<file path="config.mk">
export PLATFORM = sky130hd
export DESIGN_NAME = link_channel_lifecycle_fsm_core
export DESIGN_NICKNAME = d
export VERILOG_FILES = /design/src/sv/lccf_pkg.sv /design/src/sv/lccf_event_logic.sv /design/src/sv/link_channel_lifecycle_fsm_core.sv
export SDC_FILE = /design/constraint.sdc
export NUM_CORES = 1
export LEC_CHECK = 0
export ABC_CLOCK_PERIOD_IN_PS = 2500
export BUFFER_PORTS_ARGS = -buffer_cell sky130_fd_sc_hd__buf_2
export CAP_MARGIN = 0
export CORE_UTILIZATION = 45
export DETAILED_ROUTE_END_ITERATION = 10
export HOLD_SLACK_MARGIN = 0.15
export PLACE_DENSITY = 0.71
export RECOVER_POWER = 25
export SYNTH_ARGS = -nofsm -noshare
export SYNTH_HDL_FRONTEND = slang
export SYNTH_SLANG_ARGS = --single-unit
</file>
<file path="constraint.sdc">
create_clock -name aclk -period 2.5 [get_ports aclk]
set_input_delay 0.25 -clock aclk [delete_from_list [all_inputs] [get_ports aclk]]
set_output_delay 0.25 -clock aclk [all_outputs]
set_load 0.01 [all_outputs]
</file>
<file path="src/sv/lccf_pkg.sv">
// Package for the link channel lifecycle controller.
// Holds the event, command and notice codes, the flag and result structs.
// Used by lccf_event_logic and link_channel_lifecycle_fsm_core.
package lccf_pkg;

    typedef enum logic [2:0] {
        OP_OPEN       = 3'd0,
        OP_CLOSE      = 3'd1,
        OP_WRITE      = 3'd2,
        OP_READ       = 3'd3,
        OP_OPEN_DONE  = 3'd4,
        OP_READ_DONE  = 3'd5,
        OP_WRITE_DONE = 3'd6
    } op_t;

    typedef enum logic [2:0] {
        CMD_NONE          = 3'd0,
        CMD_OPEN          = 3'd1,
        CMD_CLOSE         = 3'd2,
        CMD_ABORT_OPEN    = 3'd3,
        CMD_READ          = 3'd4,
        CMD_WRITE         = 3'd5,
        CMD_FAIL_CLEANUP  = 3'd6,
        CMD_SUCCESS_SETUP = 3'd7
    } cmd_t;

    typedef enum logic [2:0] {
        NOTE_NONE      = 3'd0,
        NOTE_UP        = 3'd1,
        NOTE_OPEN_FAIL = 3'd2,
        NOTE_DOWN      = 3'd3,
        NOTE_SEND_DONE = 3'd4,
        NOTE_RECEIVE   = 3'd5
    } note_t;

    localparam int LEN_W = 16;

    // Packed so that bit 0 is open and bit 4 is closing.
    typedef struct packed {
        logic closing;
        logic writing;
        logic reading;
        logic opening;
        logic open;
    } flags_t;

    typedef struct packed {
        logic [2:0]       opcode;
        logic             failed;
        logic [LEN_W-1:0] length;
    } event_t;

    typedef struct packed {
        cmd_t             lower_command;
        note_t            upper_notice;
        logic [LEN_W-1:0] receive_length;
        logic             invalid_op;
        flags_t           flags_now;
    } result_t;

endpackage

</file>
<file path="src/sv/lccf_event_logic.sv">
// Next-state and result logic for one channel event.
// Purely combinational; depends on lccf_pkg.
module lccf_event_logic (
    input  lccf_pkg::flags_t  flags_cur,
    input  lccf_pkg::event_t  ev,
    input  logic              upper_attached,
    output lccf_pkg::flags_t  flags_next,
    output lccf_pkg::result_t res
);
    import lccf_pkg::*;

    flags_t           f;
    cmd_t             cmd;
    note_t            note;
    logic [LEN_W-1:0] rlen;
    logic             bad;
    logic             can_use;
    logic             idle_now;

    always_comb begin
        f        = flags_cur;
        cmd      = CMD_NONE;
        note     = NOTE_NONE;
        rlen     = '0;
        bad      = 1'b0;
        can_use  = flags_cur.open && !flags_cur.closing;
        idle_now = 1'b0;

        unique case (ev.opcode)
            OP_OPEN: begin
                if (flags_cur == '0) begin
                    f.opening = 1'b1;
                    cmd       = CMD_OPEN;
                end else begin
                    bad = 1'b1;
                end
            end
            OP_CLOSE: begin
                // A second close while closing is silently ignored.
                if (!f.closing) begin
                    if (f.open || f.opening) begin
                        f.closing = 1'b1;
                        cmd       = f.opening ? CMD_ABORT_OPEN : CMD_CLOSE;
                    end else begin
                        bad = 1'b1;
                    end
                end
                idle_now = f.closing && !(f.opening || f.reading || f.writing);
                if (idle_now) begin
                    f.closing = 1'b0;
                    f.open    = 1'b0;
                    note      = NOTE_DOWN;
                end
            end
            OP_WRITE: begin
                if (can_use && !f.writing) begin
                    if (ev.length != '0) begin
                        f.writing = 1'b1;
                        cmd       = CMD_WRITE;
                    end else begin
                        note = NOTE_SEND_DONE;
                    end
                end else begin
                    bad = 1'b1;
                end
            end
            OP_READ: begin
                if (can_use && !f.reading) begin
                    if (ev.length != '0) begin
                        f.reading = 1'b1;
                        cmd       = CMD_READ;
                    end else begin
                        note = NOTE_RECEIVE;
                    end
                end else begin
                    bad = 1'b1;
                end
            end
            OP_OPEN_DONE: begin
                if (f.opening) begin
                    f.opening = 1'b0;
                    if (ev.failed || f.closing) begin
                        idle_now = f.closing && !(f.reading || f.writing);
                        if (idle_now) begin
                            f.closing = 1'b0;
                            f.open    = 1'b0;
                        end
                        cmd  = ev.failed ? CMD_FAIL_CLEANUP : CMD_CLOSE;
                        note = NOTE_OPEN_FAIL;
                    end else begin
                        f.open = 1'b1;
                        cmd    = CMD_SUCCESS_SETUP;
                        note   = NOTE_UP;
                    end
                end else begin
                    bad = 1'b1;
                end
            end
            OP_READ_DONE, OP_WRITE_DONE: begin
                if (ev.opcode == OP_READ_DONE ? f.reading : f.writing) begin
                    if (ev.opcode == OP_READ_DONE) begin
                        f.reading = 1'b0;
                    end else begin
                        f.writing = 1'b0;
                    end
                    if (ev.failed) begin
                        // A failed transfer starts a close unless one is under way.
                        if ((f.open || f.opening) && !f.closing) begin
                            f.closing = 1'b1;
                            cmd       = f.opening ? CMD_ABORT_OPEN : CMD_CLOSE;
                        end
                    end else if (!f.closing) begin
                        if (ev.opcode == OP_READ_DONE) begin
                            note = NOTE_RECEIVE;
                            rlen = ev.length;
                        end else begin
                            note = NOTE_SEND_DONE;
                        end
                    end
                    idle_now = f.closing && !(f.opening || f.reading || f.writing);
                    if (idle_now) begin
                        f.closing = 1'b0;
                        f.open    = 1'b0;
                        note      = NOTE_DOWN;
                    end
                end else begin
                    bad = 1'b1;
                end
            end
            default: begin
                bad = 1'b1;
            end
        endcase

        if (!upper_attached) begin
            note = NOTE_NONE;
        end
        if (note != NOTE_RECEIVE) begin
            rlen = '0;
        end

        flags_next         = f;
        res.lower_command  = cmd;
        res.upper_notice   = note;
        res.receive_length = rlen;
        res.invalid_op     = bad;
        res.flags_now      = f;
    end

endmodule

</file>
<file path="src/sv/link_channel_lifecycle_fsm_core.sv">
// Top level of the link channel lifecycle controller: input register,
// flag state, result register and the configuration register.
// Depends on lccf_pkg and lccf_event_logic.
//
//   Channel   Direction  Handshake               Payload
//   s_        in         s_tvalid / s_tready     s_tuser opcode, s_tdata failed, length
//   m_        out        m_tvalid / m_tready     m_tdata result fields
//   cfg_      in         cfg_valid / cfg_ready   cfg_data upper_attached
//
// A request accepted into the input register waits there until the result
// register is free; the event logic then updates the flags and loads the result
// register, which raises m_tvalid. One request is taken every cycle while
// results drain.
// Reset clears the flags, the attach bit and both valid bits.
// When the result is stalled the input register still fills once, so one
// further request is taken before s_tready drops.
module link_channel_lifecycle_fsm_core (
    input  logic        aclk,
    input  logic        aresetn,
    input  logic        s_tvalid,
    output logic        s_tready,
    input  logic [23:0] s_tdata,   // [0] failed, [16:1] length, [23:17] zero
    input  logic [2:0]  s_tuser,   // [2:0] opcode
    output logic        m_tvalid,
    input  logic        m_tready,
    output logic [31:0] m_tdata,   // [2:0] lower_command, [5:3] upper_notice,
                                   // [21:6] receive_length, [22] invalid_op,
                                   // [27:23] flags_now, [31:28] zero
    input  logic        cfg_valid,
    output logic        cfg_ready,
    input  logic        cfg_data
);
    import lccf_pkg::*;

    logic    in_valid_reg;
    event_t  in_event_reg;
    logic    out_valid_reg;
    result_t out_result_reg;
    flags_t  flags_reg;
    flags_t  flags_next;
    result_t ev_result;
    logic    upper_attached_reg;
    logic    advance;

    assign advance   = in_valid_reg && (!out_valid_reg || m_tready);
    assign s_tready  = !in_valid_reg || advance;
    assign cfg_ready = 1'b1;

    lccf_event_logic u_event_logic (
        .flags_cur      (flags_reg),
        .ev             (in_event_reg),
        .upper_attached (upper_attached_reg),
        .flags_next     (flags_next),
        .res            (ev_result)
    );

    always_ff @(posedge aclk) begin
        if (!aresetn) begin
            in_valid_reg       <= 1'b0;
            out_valid_reg      <= 1'b0;
            flags_reg          <= '0;
            upper_attached_reg <= 1'b0;
        end else begin
            if (s_tvalid && s_tready) begin
                in_valid_reg <= 1'b1;
            end else if (advance) begin
                in_valid_reg <= 1'b0;
            end
            if (advance) begin
                out_valid_reg <= 1'b1;
                flags_reg     <= flags_next;
            end else if (m_tready) begin
                out_valid_reg <= 1'b0;
            end
            if (cfg_valid && cfg_ready) begin
                upper_attached_reg <= cfg_data;
            end
        end
    end

    always_ff @(posedge aclk) begin
        if (s_tvalid && s_tready) begin
            in_event_reg.opcode <= s_tuser;
            in_event_reg.failed <= s_tdata[0];
            in_event_reg.length <= s_tdata[LEN_W:1];
        end
        if (advance) begin
            out_result_reg <= ev_result;
        end
    end

    assign m_tvalid = out_valid_reg;
    assign m_tdata  = {4'b0000,
                       out_result_reg.flags_now,
                       out_result_reg.invalid_op,
                       out_result_reg.receive_length,
                       out_result_reg.upper_notice,
                       out_result_reg.lower_command};

    // A rejected event must leave the flags untouched.
    assert property (@(posedge aclk) disable iff (!aresetn)
        advance && ev_result.invalid_op |=> $stable(flags_reg))
        else $error("flags changed on an invalid event");

    // The channel is never open and opening at once.
    assert property (@(posedge aclk) disable iff (!aresetn)
        !(flags_reg.open && flags_reg.opening))
        else $error("open and opening both set");

    // Without an upper handler no notice goes out.
    assert property (@(posedge aclk) disable iff (!aresetn)
        advance && !upper_attached_reg |-> ev_result.upper_notice == NOTE_NONE)
        else $error("notice issued with no upper handler");

    // A byte count only travels with a receive notice.
    assert property (@(posedge aclk) disable iff (!aresetn)
        advance && ev_result.receive_length != '0
            |-> ev_result.upper_notice == NOTE_RECEIVE)
        else $error("receive length without receive notice");

endmodule
</file>
-- Word level (Yosys, flattened, before mapping)
Index checks and enable logic that the tools add are counted.
- bits in registers: 56
- bits of input ports: 33
- logic and storage cells: 140
- eq/ne operators: 7
- mux-type cells: 77
- bitwise logic cells: 3
- reductions and logical operators: 33
- operator list (kind ; count):
    3-bit two-way mux ; 22
    1-bit two-way mux ; 44
    3-bit case mux with 6 select lines ; 1
    16-bit nonzero test ; 1
    3-bit case mux with 5 select lines ; 1
    3-bit equality test (second input constant) ; 3
    1-bit logical AND ; 9
    1-bit logical OR ; 9
    1-bit logical NOT ; 8
    3-bit by 2-bit equality test with 1-bit output (second input constant) ; 2
    2-bit two-way mux ; 3
    1-bit case mux with 2 select lines ; 3
    1-bit case mux with 3 select lines ; 2
    1-bit case mux with 6 select lines ; 1
    6-bit OR reduction ; 1
    5-bit logical NOT ; 1
    2-bit nonzero test ; 2
    3-bit by 1-bit equality test with 1-bit output (second input constant) ; 1
    3-bit logical NOT ; 1
    3-bit != test (second input constant) ; 1
    1-bit inverter ; 3
    2-bit OR reduction ; 1

-- Depth between registers and ports, before layout
Gate-level depths: netlist of run 1.
- depth after elaboration: 14
- gate-level depth with buffers: 6
- mapped depth without buffers: 5

-- Modules after synthesis
Synthesis of run 1 repeated with hierarchy kept, for this count alone.
- cell total of the unflattened synthesis: 225
- area, all modules: 2658.8 um^2
- by module, submodules not included (module ; times used ; cells each ; area an instance (um^2)):
    link_channel_lifecycle_fsm_core ; 1 ; 89 ; 1818.0
    lccf_event_logic ; 1 ; 136 ; 840.8

-- Worst setup path before layout of run 1
No wires, ideal clock.
- path kind: register -> register
- start: register out_valid_reg (netlist: m_tvalid)
- end: register flags_reg[3] (netlist bit)
- library setup time: 0.156 ns
- data arrival time: 1.926 ns
- data required time: 2.344 ns
- setup slack: 0.418 ns
- stages on the path, launching flop included: 6
- buffers on the path: 0
- path through: dfxtp_1 -> nor2b_1 -> nand2b_1 -> clkinv_1 -> a41oi_1 -> a311oi_1
- word-level cells in the longest chain between the ends: 3
- ends and longest elaborated chain (element ; line ; RTL):
    from (decl) ; link_channel_lifecycle_fsm_core.sv:37 ; logic out_valid_reg;
    from (signal assigned) ; link_channel_lifecycle_fsm_core.sv:60 ; out_valid_reg <= 1'b0;
    from (signal assigned) ; link_channel_lifecycle_fsm_core.sv:70 ; out_valid_reg <= 1'b1;
    from (signal assigned) ; link_channel_lifecycle_fsm_core.sv:73 ; out_valid_reg <= 1'b0;
    1-bit logical NOT ; link_channel_lifecycle_fsm_core.sv:45 ; assign advance = in_valid_reg && (!out_valid_reg || m_tready);
    1-bit logical OR ; link_channel_lifecycle_fsm_core.sv:45 ;
    1-bit logical AND ; link_channel_lifecycle_fsm_core.sv:45 ;
    named net advance ; link_channel_lifecycle_fsm_core.sv:43 ; logic advance;
    to (signal assigned) ; link_channel_lifecycle_fsm_core.sv:71 ; flags_reg <= flags_next;
    to (decl) ; link_channel_lifecycle_fsm_core.sv:39 ; flags_t flags_reg;
The timed path passes the listed nets, and every way through them passes these cells.
A chain may end at the register's enable or synchronous reset.

==> metrics.md, run 1 <==
| Metric | Value |
|---|---|
| Number of different library cells in the post-synthesis netlist | 53 |
| Library cell used as clock root buffer | clkbuf_8 |
| Fillers | 489 |
| Standard-cell row count | 27 |
| Detailed-routing iteration count for the pre-antenna-repair pass | 4 |
| Most common cell after layout, fill and taps aside | edfxtp_1 |
| Status | finished, final reports clean |
| Critical Path Sink Type | flop |
| Layout-stage area growth over the synthesis result | 21.9% |
| Slew at the pin with the worst max-slew slack | ~0.84 ns |
| Setup fix buffers added after clock tree synthesis | 0 |
| Footprint of the multi-input gates | roughly 940 sq um |
| Total negative slack for setup checks | 0 ns |
| Critical path startpoint category | flop |
| Leakage component of the power | 1.24 nW |
| Clk_lat worst skew | between 0.3 and 0.4 ns |
| Congestion Overflow GR | 0 |
| Proportion of total power due to net switching | 24.0% |
| DRC violation total after the first TritonRoute iteration | between 150 and 200 |
| Sequential Area | around 1600 sq um |
| Pin count of the biggest net entering global routing | 28 |
| Arr. time, crit path | between 2 and 2.5 ns |
| Sink count of the clock tree | 56 |
| Die width | just under 80 um |
| Fraction of the core area covered by cells at the end of the flow | 58.2% |
| Hold Vio Cnt, Final | 0 |
| Highest attainable clock frequency | between 400 and 500 MHz |
| Routed vias | about 2,000 |
| Syn Std Cell Area | between 2000 and 3000 sq um |
| Min Clock Period, post-route | about 2 ns |
| DP HPWL | slightly below 4000 um |
| Count of mapped cells out of synthesis | 220 |
| Post-synthesis sequential area ratio | 59.4% |
| Die Outline Area | around 6300 sq um |
| Slew Viols, Final | 0 |
| Final period util | approximately four fifths |
| Vias in the first global route | between 1,500 and 2,000 |
| Initial antenna violation count | 0 |
| P_sw | about 0.42 mW |
| Net count, final | roughly 330 |
| Flip-flop count of the largest register after layout | 28 |
| Share of layout cells above drive strength 1 | about a quarter |
| Antenna cells | 0 |
| Required time reported for the critical path endpoint | 2.58 ns |
| Share of total power in sequential cells | slightly above 60% |
| Setup repair after global routing missed its margin | no |
| Total number of H-tree levels | 2 |
| Clock network power share | between 20 and 30% |
| Wire length of the first global-routing pass | between 9000 and 10,000 um |
| Worst-case headroom to the max-slew limit | between 40% and 50% |
| Input/output buffers | 55 |
| Type of the worst min-delay path | in2reg |
| Maximum clock skew at final layout | between 0.006 and 0.007 ns |
| Pwr dens | approximately 530 nW/um^2 |
| Dominant synthesized flop cell | edfxtp_1 |
| Post-synthesis area per instance | about 12 sq um |
| Yosys top cell by area | edfxtp_1 |
| Die outline height | 79.4 um |
| Highest-count cells in the layout ignoring fill and taps | edfxtp_1 (48), buf_2 (45), dlygate4sd3_1 (21) |
| Number of nets with antenna violations after detailed routing | 0 |
| Peak fanout along the critical path | 18 |
| Flops & latches, synth | 56 |
| Number of flops mapped to enable cells by yosys | 48 |
| Share of total power in combinational logic | ~9.2% |
| Biggest area contributors in the synthesized netlist | edfxtp_1 (53%), dfxtp_1 (5.9%), and2_1 (3.9%) |
| Max-cap check violation count | 0 |
| Final setup violation count | 0 |
| RePlAce Congestion | 0.936 |
| Hold_ws | 0.166 ns |
| Initial core utilization | 47.8% |
| Number of buffers created by CTS | 5 |
| Ports | 68 |
| Vias per cell | around 5.4 |
| DRC violations left | 0 |
| Fraction of registers with async set or reset after synthesis | 0% |
| TritonCTS clock tree | yes |
| Clock Pin Slew Worst Setup and Hold Paths | 0.10 ns |
| Setup slack of the worst register-to-register path | a little under 0.5 ns |
| Peak ir drop on the vdd network | ~400 uV |
| Maximum number of buffers from clock root to sink | 2 |
| Yosys warns | 0 |
| Detailed-route wire length | about 5700 um |
| Total core area | around 5600 sq um |
| Routed WL per cell | 15.5 um |
| Internal power | 1.33 mW |
| GR Util All Layers | between 10% and 20% |
| Proportion of netlist area held by the largest area contributor | between 50% and 60% |
| Critical path start-end classification | reg2reg |
[worst paths after layout]
| path | from | endpoint | depth (start not counted) |
|---|---|---|---|
| min | cfg_data | upper_attached_reg | 3 |
| min reg2reg | in_valid_reg | m_tvalid | 2 |
| max | in_event_reg[17] | m_tdata[23] | 4 |
| max reg2reg | in_event_reg[17] | m_tdata[23] | 4 |
[power by group through the flow]
stage                     registers [mW]  clock network, mW  logic, mW
after floorplan                     1.10                  0     0.0888
after global placement              1.10                  0      0.135
after detailed placement            1.10                  0      0.136
after CTS                           1.08              0.524      0.162
after global routing                1.09              0.549      0.176
final                               1.08              0.506      0.161
[logic make-up (layout without fill, tap and decap cells)]
group / after synthesis / in the layout / share of synthesized area [%]
DFF: 56 / 56 / 59.4
other: 2 / 5 / 0.279
buffers and inverters: 27 / 100 / 6.04
muxes: 2 / 2 / 0.743
AOI/OAI and AO/OA: 53 / 53 / 14.0
and+or+nand+nor: 80 / 80 / 19.5
[cell type report]
class	instances	area share, %
multi-input combinational	140	28.7
clock buffer	5	2.10
sequential	56	48.8
tap	72	2.74
timing repair buffer	83	16.0
clock inverter	3	0.686
inverter	9	1.03
[routing by layer]
layer | part of all wire (%) | up-vias | wire, um | GRT usage, %
met5 | 0 | - | 0 | 0
met4 | 3.2 | 0 | 184 | 10.4
met3 | 6.2 | 20 | 355 | 4.00
met2 | 48 | 77 | 2740 | 31.8
met1 | 42 | 915 | 2420 | 24.8
li1 | - | 976 | - | -
[stage by stage]
step / power, mW / setup slack, ns / cell area, sq um / cells
finish: 1.75 / 0.496 / 3280 / 368
global route: 1.81 / 0.450 / 3280 / 368
CTS: 1.77 / 0.536 / 3300 / 368
detailed placement: 1.24 / 0.560 / 3000 / 339
global placement: 1.24 / 0.561 / 3000 / 339
floorplan: 1.19 / 0.418 / 2710 / 223
[cell usage after synthesis, types with 4 or more instances]
library cell,n
edfxtp_1,48
and2_1,17
nor2_1,13
buf_4,11
nand2_1,10
a21oi_1,9
dfxtp_1,8
nand2b_1,6
nand3_1,6
o21ai_0,6
inv_1,5
nor2b_1,5
nor4_1,5
o22ai_1,5
a31oi_1,4
buf_2,4
[repair_timing]
item                                    4_1_cts  5_1_grt
hold buffers                                 21        0
endpoints found under the setup margin        0        0
hold endpoints to repair                     21        0
gates resized for setup                       0        0
[critical path, stage by stage (launching register included)]
cell      delay, ns
edfxtp_1       0.79
nand2b_1       0.27
nor4b_4        0.43
a221oi_2       0.08
a21o_1         0.20
(Power assumes the default switching activity.)
==> inputs of run 2 (changes only) <==
- ABC_CLOCK_PERIOD_IN_PS: 2500 -> 2050
- clock period: 2.5 -> 2.05 ns (I/O delays scaled with it)
==> metrics.md, run 2 (synthesis gave the netlist of run 1 again) <==
| Metric | Value |
|---|---|
| Critical path's slowest cell | edfxtp_1 |
| Die width | 79.4 um (unchanged) |
| Flip-flop count of the largest register after layout | 28 (unchanged) |
| Setup fix buffers added after clock tree synthesis | 0 (unchanged) |
| Layout-stage area growth over the synthesis result | 24.7% |
| Congestion Overflow GR | 0 (unchanged) |
| Placed cell areas | 3050 sq um (+1.8%) |
| Critical path startpoint category | flop |
| Met1 Routed Length | 2550 um (+5.6%) |
| Detailed-routing iteration count for the pre-antenna-repair pass | 4 (unchanged) |
| Met2 routed WL | 2800 um (+2.2%) |
| Chain of cells forming the critical path | nor3_1, nand3b_4, nor4_4, and2_1 |
| Critical path start-end classification | reg2reg |
| TritonCTS clock tree | yes |
| Critical Path Sink Type | flop |
| Antenna cells | 0 (unchanged) |
| Number of buffers created by CTS | 5 (unchanged) |
| Number of nets with antenna violations after detailed routing | 0 (unchanged) |
| Min Clock Period, post-route | 1.90 ns (-0.0994 ns) |
| RePlAce Congestion | 0.893 (-4.6%) |
| Worst-case headroom to the max-slew limit | 43.2% (-0.59 points) |
| Ports | 68 (unchanged) |
| Initial antenna violation count | 0 (unchanged) |
| Peak per-stage delay on the critical path | 0.61 ns (-0.18 ns) |
| Type of the worst min-delay path | in2reg |
| DR WL met3 | 286 um (-19%) |
| Die outline height | 79.4 um (unchanged) |
| Die Outline Area | 6300 sq um (unchanged) |
| Peak fanout along the critical path | 16 (-2) |
| Peak ir drop on the vdd network | 409 uV (+3.3%) |
| Vias in the first global route | 1,788 (-1.1%) |
| Pwr dens | 634 nW/um^2 (+19%) |
| Hold Vio Cnt, Final | 0 (unchanged) |
| Total negative slack for setup checks | 0 ns (unchanged) |
| Pin count of the biggest net entering global routing | 21 (-25%) |
| DRC violations left | 0 (unchanged) |
| Net count, final | 338 (+3.0%) |
| Status | finished, final reports clean |
| Finished Cell Area | 3360 sq um (+2.3%) |
| Most common cell after layout, fill and taps aside | edfxtp_1 |
| Wire length of the first global-routing pass | 9030 um (-0.38%) |
| Initial core utilization | 47.8% (unchanged) |
| Share of layout cells above drive strength 1 | 25.2% (+0.84 points) |
| Clk_lat worst skew | 0.32 ns (about the same) |
| Max-cap check violation count | 0 (unchanged) |
| Library cell used as clock root buffer | clkbuf_8 |
| Highest-count cells in the layout ignoring fill and taps | edfxtp_1 (48), buf_2 (43), dlygate4sd3_1 (24) |
| Final setup violation count | 0 (unchanged) |
| Final period util | 92.9% (+13 points) |
| Sink count of the clock tree | 56 (unchanged) |
| Clock Pin Slew Worst Setup and Hold Paths | 0.10 ns (about the same) |
| Vias per cell | 5.35 (-0.88%) |
| Routed WL per cell | 15.2 um (-1.7%) |
| Total number of H-tree levels | 2 (unchanged) |
| Routed vias | 2,024 (+1.8%) |
| Hold_ws | 0.196 ns (+0.0298 ns) |
| Arr. time, crit path | 2.09 ns (about the same) |
| Slew at the pin with the worst max-slew slack | 0.852 ns (+0.00885 ns) |
| Leakage component of the power | 1.28 nW (+3.3%) |
| DRC violation total after the first TritonRoute iteration | 131 (-31%) |
| Setup repair after global routing missed its margin | no |
| Maximum clock skew at final layout | 0.0101 ns (+0.00325 ns) |
| Detailed-route wire length | 5740 um (+0.93%) |
| Top routing layer used | met4 |
| GR Util All Layers | 19.4% (-0.28 points) |
| Slew Viols, Final | 0 (unchanged) |
| DP HPWL | 4010 um (+3.3%) |
| Total core area | 5640 sq um (unchanged) |
| Final Power | 2.13 mW (+22%) |
| Highest attainable clock frequency | 525 MHz (+5.2%) |
| Fraction of the core area covered by cells at the end of the flow | 59.6% (+1.4 points) |
| Maximum number of buffers from clock root to sink | 2 (unchanged) |
| Input/output buffers | 55 (unchanged) |
| Standard-cell row count | 27 (unchanged) |
| Required time reported for the critical path endpoint | 2.23 ns (-0.35 ns) |
[run 2: cell count changes in the layout (fill, tap and decap cells not counted)]
| cell | before | now |
|---|---|---|
| buf_2 | 45 | 43 |
| clkbuf_1 | 10 | 13 |
| clkinv_1 | 1 | 0 |
| clkinv_2 | 1 | 2 |
| clkinv_4 | 1 | 0 |
| buf_4 | 7 | 14 |
| dlygate4sd3_1 | 21 | 24 |
[run 2: cell type report]
class	instances	area [sq um]
fill	471	2280
sequential	56	1600
multi-input combinational	140	942
timing repair buffer	93	606
tap	72	90.1
clock buffer	6	72.6
inverter	9	35.0
clock inverter	2	13.8
[run 2: final timing paths]
path	from	end	slack [ns]	cells after the start
worst max-delay path	in_event_reg[18]	m_tdata[17]	0.15	4
worst min-delay path	m_tready	m_tvalid	0.20	4
worst min register to register	in_valid_reg	m_tvalid	0.53	2
worst max register to register	in_event_reg[18]	m_tdata[17]	0.15	4
[run 2: power breakdown]
group	total, mW	internal [mW]	switching, mW
logic	0.220	0.105	0.115
registers	1.31	1.29	0.0271
clock network	0.600	0.244	0.355
[run 2: critical path, delay by kind of cell, from the launching register on]
family           cells  cell delay (ns)
AND/OR/NAND/NOR      4             1.16
flip-flops           1             0.61
[run 2: per-layer routing]
metal	vias up	GRT usage [%]
li1	994	-
met1	950	26.5
met2	69	30.7
met3	11	3.09
met4	0	8.18
met5	-	0
[run 2: timing repair]
| item | 4_1_cts | 5_1_grt |
|---|---|---|
| gates resized for setup | 0 | 0 |
| hold endpoints to repair | 22 | 1 |
| hold buffers | 23 | 1 |
[run 2: per-stage QoR]
step                      worst slack (ns)  instances
final                                0.145        378
after global routing               0.00762        378
after CTS                            0.145        377
after detailed placement             0.169        346
after global placement               0.212        346
after floorplan                      0.400        223
